`src/rtl/rtti_pkg.sv`:
```
// ----------------------------------------------------------------------------
// rtti_pkg: shared types and constants
// Character codes, parse phases, register indexes and the queue item type
// used by the radix text to integer converter.
// ----------------------------------------------------------------------------
`default_nettype none

package rtti_pkg;

  localparam int MAX_SYMBOLS_DEF = 16;   // largest alphabet the block supports
  localparam int SYM_W           = 8;    // one symbol is one byte
  localparam int DIGIT_W         = 4;    // digit value 0..15
  localparam int COUNT_W         = 5;    // digit_count register width
  localparam int SYMS_W          = 64;   // each symbol register holds 8 symbols
  localparam int VALUE_W         = 32;
  localparam int CFG_IDX_W       = 2;
  localparam int QUEUE_DEPTH     = 2;

  // register indexes of the configuration port
  localparam logic [CFG_IDX_W-1:0] CFG_SYM_LO = 2'd0;
  localparam logic [CFG_IDX_W-1:0] CFG_SYM_HI = 2'd1;
  localparam logic [CFG_IDX_W-1:0] CFG_COUNT  = 2'd2;

  // characters with a fixed meaning
  localparam logic [SYM_W-1:0] CH_NUL   = 8'h00;
  localparam logic [SYM_W-1:0] CH_TAB   = 8'h09;
  localparam logic [SYM_W-1:0] CH_LF    = 8'h0a;
  localparam logic [SYM_W-1:0] CH_VT    = 8'h0b;
  localparam logic [SYM_W-1:0] CH_FF    = 8'h0c;
  localparam logic [SYM_W-1:0] CH_CR    = 8'h0d;
  localparam logic [SYM_W-1:0] CH_SPACE = 8'h20;
  localparam logic [SYM_W-1:0] CH_PLUS  = 8'h2b;
  localparam logic [SYM_W-1:0] CH_MINUS = 8'h2d;

  localparam logic [COUNT_W-1:0] MIN_RADIX = 5'd2;

  typedef enum logic [1:0] {
    PH_SPACE,
    PH_SIGN,
    PH_DIGIT,
    PH_DONE
  } phase_t;

  // one classified byte on its way from the front to the back
  typedef struct packed {
    logic               is_zero;
    logic               is_space;
    logic               is_plus;
    logic               is_minus;
    logic               is_digit;
    logic [DIGIT_W-1:0] digit;
    logic               eot;
    logic               base_ok;
  } rtti_item_t;

endpackage

`default_nettype wire

```
`src/rtl/rtti_if.sv`:
```
// ----------------------------------------------------------------------------
// rtti channels
// Valid/ready channels for text bytes in and parsed results out.
// ----------------------------------------------------------------------------
`default_nettype none

interface rtti_in_if import rtti_pkg::*; ();
  logic             valid;
  logic             ready;
  logic [SYM_W-1:0] text_byte;
  logic             end_of_text;

  modport source (output valid, output text_byte, output end_of_text, input ready);
  modport sink   (input valid, input text_byte, input end_of_text, output ready);
endinterface

interface rtti_out_if import rtti_pkg::*; ();
  logic                      valid;
  logic                      ready;
  logic signed [VALUE_W-1:0] value;
  logic                      base_ok;

  modport source (output valid, output value, output base_ok, input ready);
  modport sink   (input valid, input value, input base_ok, output ready);
endinterface

`default_nettype wire

```
`src/rtl/rtti_front.sv`:
```
// ----------------------------------------------------------------------------
// rtti_front: input stage and byte classifier
// Registers each byte, matches it against the alphabet and pushes the
// classified item into the queue. Also keeps the registered alphabet check.
// ----------------------------------------------------------------------------
`default_nettype none

module rtti_front import rtti_pkg::*; #(
  parameter int MAX_SYMBOLS = MAX_SYMBOLS_DEF
) (
  input  wire logic               clk,
  input  wire logic               rst_n,
  input  wire logic               in_valid,
  output logic                    in_ready,
  input  wire logic [SYM_W-1:0]   in_text_byte,
  input  wire logic               in_end_of_text,
  input  wire logic [SYMS_W-1:0]  sym_lo,
  input  wire logic [SYMS_W-1:0]  sym_hi,
  input  wire logic [COUNT_W-1:0] digit_count,
  input  wire logic               q_full,
  output logic                    q_push,
  output rtti_item_t              q_item
);

  localparam int SYMS_PER_REG = SYMS_W / SYM_W;

  logic             stg_vld_r, stg_vld_nxt;
  logic [SYM_W-1:0] stg_byte_r;
  logic             stg_eot_r;
  logic             base_ok_r, base_ok_nxt;
  logic [SYM_W-1:0] syms [2*SYMS_PER_REG];
  logic             accept;
  logic             hit;
  logic [DIGIT_W-1:0] hit_val;

  assign in_ready = !stg_vld_r || !q_full;
  assign accept   = in_valid && in_ready;
  assign q_push   = stg_vld_r && !q_full;

  always_comb begin
    for (int k = 0; k < SYMS_PER_REG; k++) begin
      syms[k]                = sym_lo[k*SYM_W +: SYM_W];
      syms[k + SYMS_PER_REG] = sym_hi[k*SYM_W +: SYM_W];
    end
  end

  // alphabet check: range of the count, forbidden symbols, duplicates
  always_comb begin
    base_ok_nxt = (digit_count >= MIN_RADIX) &&
                  (digit_count <= COUNT_W'(MAX_SYMBOLS));
    for (int a = 0; a < MAX_SYMBOLS; a++) begin
      if (COUNT_W'(a) < digit_count) begin
        if (syms[a] == CH_NUL || syms[a] == CH_PLUS ||
            syms[a] == CH_MINUS || syms[a] == CH_SPACE) begin
          base_ok_nxt = 1'b0;
        end
        for (int b = a + 1; b < MAX_SYMBOLS; b++) begin
          if (COUNT_W'(b) < digit_count && syms[b] == syms[a]) begin
            base_ok_nxt = 1'b0;
          end
        end
      end
    end
  end

  // lowest matching position wins
  always_comb begin
    hit     = 1'b0;
    hit_val = '0;
    for (int k = MAX_SYMBOLS - 1; k >= 0; k--) begin
      if (COUNT_W'(k) < digit_count && syms[k] == stg_byte_r) begin
        hit     = 1'b1;
        hit_val = DIGIT_W'(k);
      end
    end
  end

  always_comb begin
    q_item.is_zero  = (stg_byte_r == CH_NUL);
    q_item.is_space = (stg_byte_r == CH_SPACE) || (stg_byte_r == CH_TAB) ||
                      (stg_byte_r == CH_LF) || (stg_byte_r == CH_VT) ||
                      (stg_byte_r == CH_FF) || (stg_byte_r == CH_CR);
    q_item.is_plus  = (stg_byte_r == CH_PLUS);
    q_item.is_minus = (stg_byte_r == CH_MINUS);
    q_item.is_digit = hit;
    q_item.digit    = hit_val;
    q_item.eot      = stg_eot_r;
    q_item.base_ok  = base_ok_r;
  end

  always_comb begin
    stg_vld_nxt = stg_vld_r;
    if (accept) begin
      stg_vld_nxt = 1'b1;
    end else if (q_push) begin
      stg_vld_nxt = 1'b0;
    end
  end

  always_ff @(posedge clk) begin
    if (!rst_n) begin
      stg_vld_r <= 1'b0;
      base_ok_r <= 1'b0;
    end else begin
      stg_vld_r <= stg_vld_nxt;
      base_ok_r <= base_ok_nxt;
    end
  end

  always_ff @(posedge clk) begin
    if (accept) begin
      stg_byte_r <= in_text_byte;
      stg_eot_r  <= in_end_of_text;
    end
  end

endmodule

`default_nettype wire

```
`src/rtl/rtti_queue.sv`:
```
// ----------------------------------------------------------------------------
// rtti_queue: short item queue
// Small first-in first-out buffer between the classifier and the parser.
// ----------------------------------------------------------------------------
`default_nettype none

module rtti_queue import rtti_pkg::*; (
  input  wire logic        clk,
  input  wire logic        rst_n,
  input  wire logic        push,
  input  wire rtti_item_t  push_item,
  input  wire logic        pop,
  output rtti_item_t       head_item,
  output logic             full,
  output logic             empty
);

  localparam int PTR_W = (QUEUE_DEPTH > 1) ? $clog2(QUEUE_DEPTH) : 1;
  localparam int CNT_W = $clog2(QUEUE_DEPTH + 1);

  rtti_item_t       mem [QUEUE_DEPTH];
  logic [PTR_W-1:0] wr_ptr_r, wr_ptr_nxt;
  logic [PTR_W-1:0] rd_ptr_r, rd_ptr_nxt;
  logic [CNT_W-1:0] cnt_r, cnt_nxt;

  assign full      = (cnt_r == CNT_W'(QUEUE_DEPTH));
  assign empty     = (cnt_r == '0);
  assign head_item = mem[rd_ptr_r];

  always_comb begin
    wr_ptr_nxt = wr_ptr_r;
    rd_ptr_nxt = rd_ptr_r;
    cnt_nxt    = cnt_r;
    if (push) begin
      wr_ptr_nxt = (wr_ptr_r == PTR_W'(QUEUE_DEPTH - 1)) ? '0 : wr_ptr_r + 1'b1;
    end
    if (pop) begin
      rd_ptr_nxt = (rd_ptr_r == PTR_W'(QUEUE_DEPTH - 1)) ? '0 : rd_ptr_r + 1'b1;
    end
    if (push && !pop) begin
      cnt_nxt = cnt_r + 1'b1;
    end else if (pop && !push) begin
      cnt_nxt = cnt_r - 1'b1;
    end
  end

  always_ff @(posedge clk) begin
    if (!rst_n) begin
      wr_ptr_r <= '0;
      rd_ptr_r <= '0;
      cnt_r    <= '0;
    end else begin
      wr_ptr_r <= wr_ptr_nxt;
      rd_ptr_r <= rd_ptr_nxt;
      cnt_r    <= cnt_nxt;
    end
  end

  always_ff @(posedge clk) begin
    if (push) begin
      mem[wr_ptr_r] <= push_item;
    end
  end

endmodule

`default_nettype wire

```
`src/rtl/rtti_back.sv`:
```
// ----------------------------------------------------------------------------
// rtti_back: parser and accumulator
// Walks the parse phases, applies the sign run, multiplies and adds each
// digit, and loads the output register at the end of a string.
// ----------------------------------------------------------------------------
`default_nettype none

module rtti_back import rtti_pkg::*; (
  input  wire logic               clk,
  input  wire logic               rst_n,
  input  wire logic [COUNT_W-1:0] digit_count,
  input  wire rtti_item_t         q_item,
  input  wire logic               q_empty,
  output logic                    q_pop,
  output logic                    out_valid,
  input  wire logic               out_ready,
  output logic signed [VALUE_W-1:0] out_value,
  output logic                    out_base_ok
);

  phase_t               phase_r, phase_nxt;
  logic                 neg_r, neg_nxt;
  logic [VALUE_W-1:0]   acc_r, acc_nxt;
  logic                 ovld_r, ovld_nxt;
  logic [VALUE_W-1:0]   oval_r, oval_nxt;
  logic                 obase_r, obase_nxt;
  logic [VALUE_W-1:0]   mac;
  phase_t               ph;
  logic                 neg;
  logic [VALUE_W-1:0]   acc;

  assign q_pop       = !q_empty && (!ovld_r || out_ready);
  assign mac         = acc_r * VALUE_W'(digit_count) + VALUE_W'(q_item.digit);
  assign out_valid   = ovld_r;
  assign out_value   = oval_r;
  assign out_base_ok = obase_r;

  always_comb begin
    ph        = phase_r;
    neg       = neg_r;
    acc       = acc_r;
    phase_nxt = phase_r;
    neg_nxt   = neg_r;
    acc_nxt   = acc_r;
    ovld_nxt  = ovld_r && !out_ready;
    oval_nxt  = oval_r;
    obase_nxt = obase_r;
    if (q_pop) begin
      if (q_item.is_zero) begin
        ph = PH_DONE;
      end
      if (ph == PH_SPACE && !q_item.is_space) begin
        ph = PH_SIGN;
      end
      if (ph == PH_SIGN) begin
        if (q_item.is_minus) begin
          neg = !neg;
        end else if (!q_item.is_plus) begin
          ph = PH_DIGIT;
        end
      end
      if (ph == PH_DIGIT) begin
        if (q_item.is_digit) begin
          acc = mac;
        end else begin
          ph = PH_DONE;
        end
      end
      if (q_item.eot) begin
        ovld_nxt  = 1'b1;
        obase_nxt = q_item.base_ok;
        oval_nxt  = !q_item.base_ok ? '0 : (neg ? ('0 - acc) : acc);
        phase_nxt = PH_SPACE;
        neg_nxt   = 1'b0;
        acc_nxt   = '0;
      end else begin
        phase_nxt = ph;
        neg_nxt   = neg;
        acc_nxt   = acc;
      end
    end
  end

  always_ff @(posedge clk) begin
    if (!rst_n) begin
      phase_r <= PH_SPACE;
      neg_r   <= 1'b0;
      acc_r   <= '0;
      ovld_r  <= 1'b0;
    end else begin
      phase_r <= phase_nxt;
      neg_r   <= neg_nxt;
      acc_r   <= acc_nxt;
      ovld_r  <= ovld_nxt;
    end
  end

  always_ff @(posedge clk) begin
    oval_r  <= oval_nxt;
    obase_r <= obase_nxt;
  end

endmodule

`default_nettype wire

```
`src/rtl/radix_text_to_integer_top.sv`:
```
// ----------------------------------------------------------------------------
// radix_text_to_integer_top: text to signed integer with a custom alphabet
// Parses a byte stream into a 32-bit integer using a configured digit set.
// ----------------------------------------------------------------------------
// Takes one text byte per item and emits one result (value, base_ok) on the
// item flagged end_of_text. Leading whitespace is skipped, a run of '+' and
// '-' sets the sign, digits from the configured alphabet accumulate with the
// alphabet size as radix (wrapping mod 2^32), and the first non-digit or a
// zero byte ends the number. An invalid alphabet gives value 0, base_ok 0.
// Throughput is one item per cycle while the output is not stalled: the input
// register, the classifier, a two-entry queue and the parser each take one
// item a cycle; the parser's single 32x5 multiply-add sets the critical path.
// Results pass the input register, queue and output register. The user must
// write configuration only while no string is in flight; it is not enforced.
// ----------------------------------------------------------------------------
`default_nettype none

module radix_text_to_integer_top import rtti_pkg::*; #(
  parameter int MAX_SYMBOLS = MAX_SYMBOLS_DEF
) (
  input  wire logic                 clk,
  input  wire logic                 rst_n,
  rtti_in_if.sink                   in_if,
  rtti_out_if.source                out_if,
  input  wire logic                 cfg_we,
  input  wire logic [CFG_IDX_W-1:0] cfg_index,
  input  wire logic [SYMS_W-1:0]    cfg_wdata
);

  // alphabet registers
  logic [SYMS_W-1:0]  sym_lo_r;
  logic [SYMS_W-1:0]  sym_hi_r;
  logic [COUNT_W-1:0] digit_count_r;

  // queue between classifier and parser
  rtti_item_t push_item;
  rtti_item_t head_item;
  logic       q_push;
  logic       q_pop;
  logic       q_full;
  logic       q_empty;

  // register writes; an index past the list is dropped
  always_ff @(posedge clk) begin
    if (!rst_n) begin
      sym_lo_r      <= '0;
      sym_hi_r      <= '0;
      digit_count_r <= '0;
    end else if (cfg_we) begin
      unique case (cfg_index)
        CFG_SYM_LO: sym_lo_r      <= cfg_wdata;
        CFG_SYM_HI: sym_hi_r      <= cfg_wdata;
        CFG_COUNT:  digit_count_r <= cfg_wdata[COUNT_W-1:0];
        default:    ;
      endcase
    end
  end

  // front: input register, byte classification, alphabet check
  rtti_front #(
    .MAX_SYMBOLS(MAX_SYMBOLS)
  ) u_front (
    .clk           (clk),
    .rst_n         (rst_n),
    .in_valid      (in_if.valid),
    .in_ready      (in_if.ready),
    .in_text_byte  (in_if.text_byte),
    .in_end_of_text(in_if.end_of_text),
    .sym_lo        (sym_lo_r),
    .sym_hi        (sym_hi_r),
    .digit_count   (digit_count_r),
    .q_full        (q_full),
    .q_push        (q_push),
    .q_item        (push_item)
  );

  // decouples the two halves so either side can stall alone
  rtti_queue u_queue (
    .clk      (clk),
    .rst_n    (rst_n),
    .push     (q_push),
    .push_item(push_item),
    .pop      (q_pop),
    .head_item(head_item),
    .full     (q_full),
    .empty    (q_empty)
  );

  // back: parse phases, sign, multiply-add, output register
  rtti_back u_back (
    .clk        (clk),
    .rst_n      (rst_n),
    .digit_count(digit_count_r),
    .q_item     (head_item),
    .q_empty    (q_empty),
    .q_pop      (q_pop),
    .out_valid  (out_if.valid),
    .out_ready  (out_if.ready),
    .out_value  (out_if.value),
    .out_base_ok(out_if.base_ok)
  );

endmodule

`default_nettype wire

```
`src/flat_wrapper.sv`:
```
// flat-port wrapper written by rule: the top's interface ports become plain ports
module radix_text_to_integer_top_flat import rtti_pkg::*;
#(
  parameter int MAX_SYMBOLS = MAX_SYMBOLS_DEF
)
  (clk, rst_n, cfg_we, cfg_index, cfg_wdata, in_if_valid, in_if_text_byte, in_if_end_of_text, in_if_ready, out_if_valid, out_if_value, out_if_base_ok, out_if_ready);
  rtti_in_if in_if_i ();
  rtti_out_if out_if_i ();
  input  wire logic clk;
  input  wire logic rst_n;
  input  wire logic cfg_we;
  input  wire logic [CFG_IDX_W-1:0] cfg_index;
  input  wire logic [SYMS_W-1:0] cfg_wdata;
  input wire logic [$bits(in_if_i.valid)-1:0] in_if_valid;
  input wire logic [$bits(in_if_i.text_byte)-1:0] in_if_text_byte;
  input wire logic [$bits(in_if_i.end_of_text)-1:0] in_if_end_of_text;
  output wire logic [$bits(in_if_i.ready)-1:0] in_if_ready;
  output wire logic [$bits(out_if_i.valid)-1:0] out_if_valid;
  output wire logic [$bits(out_if_i.value)-1:0] out_if_value;
  output wire logic [$bits(out_if_i.base_ok)-1:0] out_if_base_ok;
  input wire logic [$bits(out_if_i.ready)-1:0] out_if_ready;
  assign in_if_i.valid = in_if_valid;
  assign in_if_i.text_byte = in_if_text_byte;
  assign in_if_i.end_of_text = in_if_end_of_text;
  assign in_if_ready = in_if_i.ready;
  assign out_if_valid = out_if_i.valid;
  assign out_if_value = out_if_i.value;
  assign out_if_base_ok = out_if_i.base_ok;
  assign out_if_i.ready = out_if_ready;
  radix_text_to_integer_top #(.MAX_SYMBOLS(MAX_SYMBOLS)) u_core (.clk(clk), .rst_n(rst_n), .in_if(in_if_i), .out_if(out_if_i), .cfg_we(cfg_we), .cfg_index(cfg_index), .cfg_wdata(cfg_wdata));
endmodule
```
`config.mk`:
```
export PLATFORM = sky130hd
export DESIGN_NAME = radix_text_to_integer_top_flat
export DESIGN_NICKNAME = d
export VERILOG_FILES = /design/src/rtl/rtti_pkg.sv /design/src/rtl/rtti_if.sv /design/src/rtl/rtti_front.sv /design/src/rtl/rtti_queue.sv /design/src/rtl/rtti_back.sv /design/src/rtl/radix_text_to_integer_top.sv /design/src/flat_wrapper.sv
export SDC_FILE = /design/constraint.sdc
export NUM_CORES = 2
export LEC_CHECK = 0
export ABC_AREA = 0
export BUFFER_PORTS_ARGS = -buffer_cell sky130_fd_sc_hd__buf_4
export CAP_MARGIN = 15
export CORE_AREA = 10 10 225 227
export CTS_BUF_LIST = sky130_fd_sc_hd__clkbuf_4 sky130_fd_sc_hd__clkbuf_8
export DETAILED_ROUTE_END_ITERATION = 8
export DIE_AREA = 0 0 235 237
export PLACE_DENSITY = 0.89
export SLEW_MARGIN = 20
export SYNTH_ARGS = -nofsm -noshare
export SYNTH_HDL_FRONTEND = slang
export SYNTH_HIERARCHICAL = 1
export SYNTH_SLANG_ARGS = --single-unit
```
`constraint.sdc`:
```
create_clock -name clk -period 7.7 [get_ports clk]
set_input_delay 1.155 -clock clk [delete_from_list [all_inputs] [get_ports clk]]
set_output_delay 1.155 -clock clk [all_outputs]
set_load 0.005 [all_outputs]
```
# Word-level counts from Yosys, hierarchy flattened
# Memory sizes are Yosys's and may differ from the RTL's. A register that Yosys moved wholly into a read port is not among the register bits.
# Index checks and enable logic that the tools add are counted.
[classes]
mux = 216
eq_ne = 197
magnitude_cmp = 18
reduce_logical = 234
add_sub_neg = 6
n_mul = 1
[op_table]
columns = ["cell", "n"]
rows = [
  ["$eq A8 B8 Y1", 136],
  ["$eq A8 B6 Y1 const B", 51],
  ["$mux W1", 182],
  ["$mux W32", 5],
  ["$logic_and A1 B1 Y1", 144],
  ["$logic_not A8 Y1", 17],
  ["$mux W4", 16],
  ["$logic_or A1 B1 Y1", 55],
  ["$eq A8 B4 Y1 const B", 5],
  ["$lt A4 B5 Y1 const A", 8],
  ["$add A32 B4 Y32", 1],
  ["$mul A32 B5 Y32", 1],
  ["$sub A1 B32 Y32 const A", 1],
  ["$mux W2", 13],
  ["$lt A3 B5 Y1 const A", 4],
  ["$lt A1 B5 Y1 const A", 2],
  ["$lt A2 B5 Y1 const A", 2],
  ["$logic_not A1 Y1", 9],
  ["$reduce_and A2 Y1", 4],
  ["$eq A2 B2 Y1 const B", 3],
  ["$logic_not A2 Y1", 3],
  ["$ge A5 B2 Y1 const B", 1],
  ["$le A5 B5 Y1 const B", 1],
  ["$eq A2 B1 Y1 const B", 2],
  ["4 further kinds", 6],
]
[totals]
ramBits = 22
elab_cells = 689
mem_count = 1
regBits = 217
in_bits = 80
out_inout_bits = 35
[memory_table]
columns = ["name", "words", "word_bits", "rd", "rd_clocked_by_memory_dff", "write_ports", "line_no", "source"]
rows = [
  ["u_core.u_queue.mem", 2, 11, 1, 1, 1, "rtti_queue.sv:21", "rtti_item_t mem [QUEUE_DEPTH];"],
]

# Longest topological paths before layout
[depth]
word_depth = 156
ltp_mapped = 20
mapped_depth_nobuf = 19

# Hierarchy
# Netlist, hierarchy kept.
[modules_own_cells]
columns = ["mod", "cells_per_inst", "instances", "area_per_inst_um2", "seq_area_each_um2"]
rows = [
  ["rtti_front", 1987, 1, 14771.7, 310.3],
  ["rtti_back", 1116, 1, 9268.9, 1711.6],
  ["radix_text_to_integer_top", 502, 1, 5013.6, 2662.6],
  ["rtti_queue", 56, 1, 1008.5, 760.7],
]

# Worst setup path before layout
# OpenSTA, ideal clock, no wires.
[synth_path]
path_kind = "register -> register"
from = "reg u_core.digit_count_r[3]"
to = "reg u_core.u_back.oval_r[30] (netlist: u_core/u_back/out_value[30]), data pin"
t_required_ns = 7.551
path_slack_ns = 2.088
stages_incl_launch_ff = 21
setup_time_ns = 0.149
path_buffers = 3
arrival_time_ns = 5.463
synth_period_minus_slack_ns = 5.612
cell_sequence = "dfxtp_1 clkbuf_1 clkbuf_1 and2_1 fa_1 fa_1 inv_1 fa_1 inv_1 ha_1 clkbuf_1 a21o_1 o21bai_1 a311oi_1 nand2_1 xor2_1 o31ai_1 nand3_1 o41a_4 or3_1 a21oi_1"
[synth_between]
elab_chain_cells = 7
[synth_lines]
columns = ["element", "line_no", "source"]
rows = [
  ["from (decl)", "radix_text_to_integer_top.sv:33", "logic [COUNT_W-1:0] digit_count_r;"],
  ["from (signal assigned)", "radix_text_to_integer_top.sv:53", "CFG_COUNT: digit_count_r <= cfg_wdata[COUNT_W-1:0];"],
  ["$mul A32 B5 Y32 *", "rtti_back.sv:33", "assign mac = acc_r * VALUE_W'(digit_count) + VALUE_W'(q_item.digit);"],
  ["$add A32 B4 Y32 *", "rtti_back.sv:33", ""],
  ["$mux W32 *", "rtti_back.sv:63", "if (q_item.is_digit) begin"],
  ["$mux W32 *", "rtti_back.sv:62", "if (ph == PH_DIGIT) begin"],
  ["$mux W32 *", "rtti_back.sv:48", "if (q_pop) begin"],
  ["$sub A1 B32 Y32", "rtti_back.sv:72", "oval_nxt = !q_item.base_ok ? '0 : (neg ? ('0 - acc) : acc);"],
  ["$mux W32 *", "rtti_back.sv:72", ""],
  ["to (signal assigned)", "rtti_back.sv:99", "oval_r <= oval_nxt;"],
  ["to (decl)", "rtti_back.sv:25", "logic [VALUE_W-1:0] oval_r, oval_nxt;"],
]
# Mark *: on every way between the ends. The rest lies on a longest branch, timed or not. The select of a mux whose other input is x is not followed.
# A chain may end at the register's enable or synchronous reset.

# Final worst setup path
[layout_path]
from = "reg u_core.digit_count_r[2]"
to = "reg u_core.u_back.oval_r[30] (netlist: u_core/u_back/out_value[30]), data pin"
# The elaborated chain is that of the path after synthesis.

==> impl_metrics.ini <==
[outcome]
outcome = complete, but fails checks
violations = design-rule violations

[logic_synthesis]
synth_top_area_cell = xnor2_1
async_reset_ff_frac = 0
synth_edf_count = 64
yosysUniqueCellTypes = 90
yosysMostFrequentCell = xnor2_1
synth_nets = 3891
synth_seq_area_share = 0.181
ys_ff_latch = 240
synthCells = 3661
synth_ff_type = dfxtp_1
yosys_warnings = 6
avgSynthCellArea_um2 = 8.21
ys_top_cells_by_area = xnor2_1 23%, dfxtp_1 12%, xor2_1 10%
syn_area_um2 = 30100
synth_top_area_share = 0.231
synthTopCellsByCount = 794 x xnor2_1, 354 x xor2_1, 293 x nand2_1

[floorplanning]
die_w_um = 235
die_area_um2 = 55700
rows = 79
die_h_um = 237
start_util = 0.651
core-area_um2 = 46200
pin_count = 115

[timing]
period_minus_slack_ns = 6.55
clock_skew_ns = 0.0218
setup_viol = 0
fin_hold_ws_ns = 0.458
setup_ws_ns = 1.15
worst_pin_slew_ns = 1.23
hold_viol = 0
fmax_mhz = 153
setup_tns_ns = 0
fin_crit_sh = 0.850
slew_viol_final = 0
rsz0062_at_grt = false
slew_headroom = 0.178

[placement]
portBuffers = 114
placed_area_um2 = 31100
dpl.hpwl_um = 68700
gp_congestion = 1.10
dp_slack_ns = 1.32
dp_cells = 4153

[drt]
routed_wirelength_um = 112000
drcViolationCount = 59
via_count = 29500
firstDrtPassIters = 9
ant_nets = 0
drtIter0Drc = 5493
avgViaCountPerCell = 6.97
wl_per_cell_um = 26.4

[grt]
antenna_found_initial = 5
grt_overflow = 0
grt_pass1_vias = 28600
grt_max_degree = 104
grt_pass1_wl_um = 168000
grt_usage = 0.382

[critical_path]
worstSetupStartpointType = flip-flop
crit_type = flip-flop to flip-flop
worst_path_most_repeated_cell = fa_1
arrival_ns = 6.97
crit_buf_inv = 2
worst-path-max-fanout = 32
cp_slowest_cell = dfxtp_1
crit_chain = and2_1 -> fa_1 -> fa_1 -> inv_1 -> fa_1 -> inv_1 -> ha_1 -> a21oi_1 -> o21bai_1 -> a311oi_1 -> nand2_1 -> xor2_1 -> o31ai_1 -> nand3_1 -> o41a_4 -> or3_1 -> a21oi_1
critPathTopFamily = compound AO/OA/AOI/OAI gates
end_kind = flip-flop
cp.required_ns = 8.13
crit_path_max_incr_delay_ns = 0.97

[cells_and_area]
drive_gt1_frac = 0.106
stdcell_count = 4231
fin_util = 0.694
nets = 3822
syn_to_final_growth_pct = 6.59
final_area_um2 = 32000

[cts]
clkTransAtPathRegs_ns = 0.06
htreeDepth = 2
root_buffer = clkbuf_8
cts.sinks = 240
holdBufCountCts = 0
cts_resized = 0
clk_latency_ns = 0.61
cts_setup_buffers = 0
cts_tree = done
clock_path_buffers = 3
numCtsBuffers = 43

[job]
max-cap-violations = 0

[pwr]
p_switching_mw = 1.76
clockPowerShare = 0.285
cellInternalPower_mw = 2.85
power_frac_seq = 0.328
p_sw_frac = 0.382
p_leak_nw = 13.2
vdd_drop_max_uv = 231
power.share.combinational = 0.387
total_power_mw = 4.62
power_density_nw_per_um2 = 144

[min_path]
hold_class = flip-flop to flip-flop
## layer usage
metal | wire [um] | vias to the layer above | GRT usage
met3 | 17600 | 1063 | 0.166
met1 | 38400 | 13600 | 0.442
met4 | 10400 | 6 | 0.261
met2 | 45100 | 2744 | 0.561
met5 | 71 | - | 0.00623
li1 | - | 12100 | -
## path summary, 6_finish.rpt
path | from | to | slack [ns] | cells past startpoint
max reg2reg | u_core/digit_count_r[2] | u_core/u_back/out_value[30] | 1.15 | 17
max | u_core/digit_count_r[2] | u_core/u_back/out_value[30] | 1.15 | 17
min | u_core/u_front/stg_eot_r | u_core/u_queue/mem[0][1] | 0.46 | 0
min reg2reg | u_core/u_front/stg_eot_r | u_core/u_queue/mem[0][1] | 0.46 | 0
## layout by cell type, fill, tap and decap left out, types with 129 or more instances in the layout
| cell type | Yosys | layout |
|---|---|---|
| xnor2_1 | 794 | 794 |
| xor2_1 | 354 | 354 |
| nand2_1 | 293 | 293 |
| buf_4 | 9 | 261 |
| nand4_1 | 192 | 192 |
| dfxtp_1 | 176 | 172 |
| and2_1 | 163 | 163 |
| inv_1 | 157 | 156 |
| mux2i_1 | 149 | 149 |
| nor4_1 | 129 | 129 |
## flip-flops by register name, indices dropped and copies added (netlist names), named ones only
register / flops
u_core/u_back/phase_r: 2
u_core/u_queue/wr_ptr_r: 1
u_core/u_back/out_value: 32
u_core/u_front/stg_vld_r: 1
u_core/u_queue/rd_ptr_r: 1
u_core/u_back/neg_r: 1
u_core/u_front/stg_eot_r: 1
u_core/sym_lo_r: 64
u_core/digit_count_r: 5
u_core/u_queue/cnt_r: 2
u_core/u_back/acc_r: 32
u_core/u_queue/mem: 22
u_core/u_front/stg_byte_r: 8
u_core/u_back/out_valid: 1
u_core/u_back/out_base_ok: 1
u_core/u_front/base_ok_r: 1
u_core/sym_hi_r: 64
## power by group through the flow
stage	clock (mW)	sequential (mW)	combinational (mW)
CTS	1.32	1.51	1.69
global placement	0	1.53	1.61
detailed placement	0	1.54	1.66
finish	1.32	1.51	1.79
floorplan	0	1.48	1.25
global route	1.37	1.52	1.87
## cells by family after synthesis
group,Yosys count,share of synthesized area
buffers and inverters,535,0.0769
flip-flops,240,0.181
multiplexers,160,0.0537
AND/OR/NAND/NOR,1098,0.194
adder cells (fa/ha/maj),150,0.0839
XOR/XNOR,1148,0.334
AO/OA/AOI/OAI,330,0.0756
## area by class of cell
cell class                 instances  area (um^2)
sequential                       240         5450
clock buffer                      60          776
antenna                            4         10.0
multi-input combinational       2886        22300
tap                              607          759
fill                            3396        14100
clock inverter                    13          141
inverter                         158          593
timing repair buffer             263         1990
No activity file was read; power rests on OpenSTA's default activity.
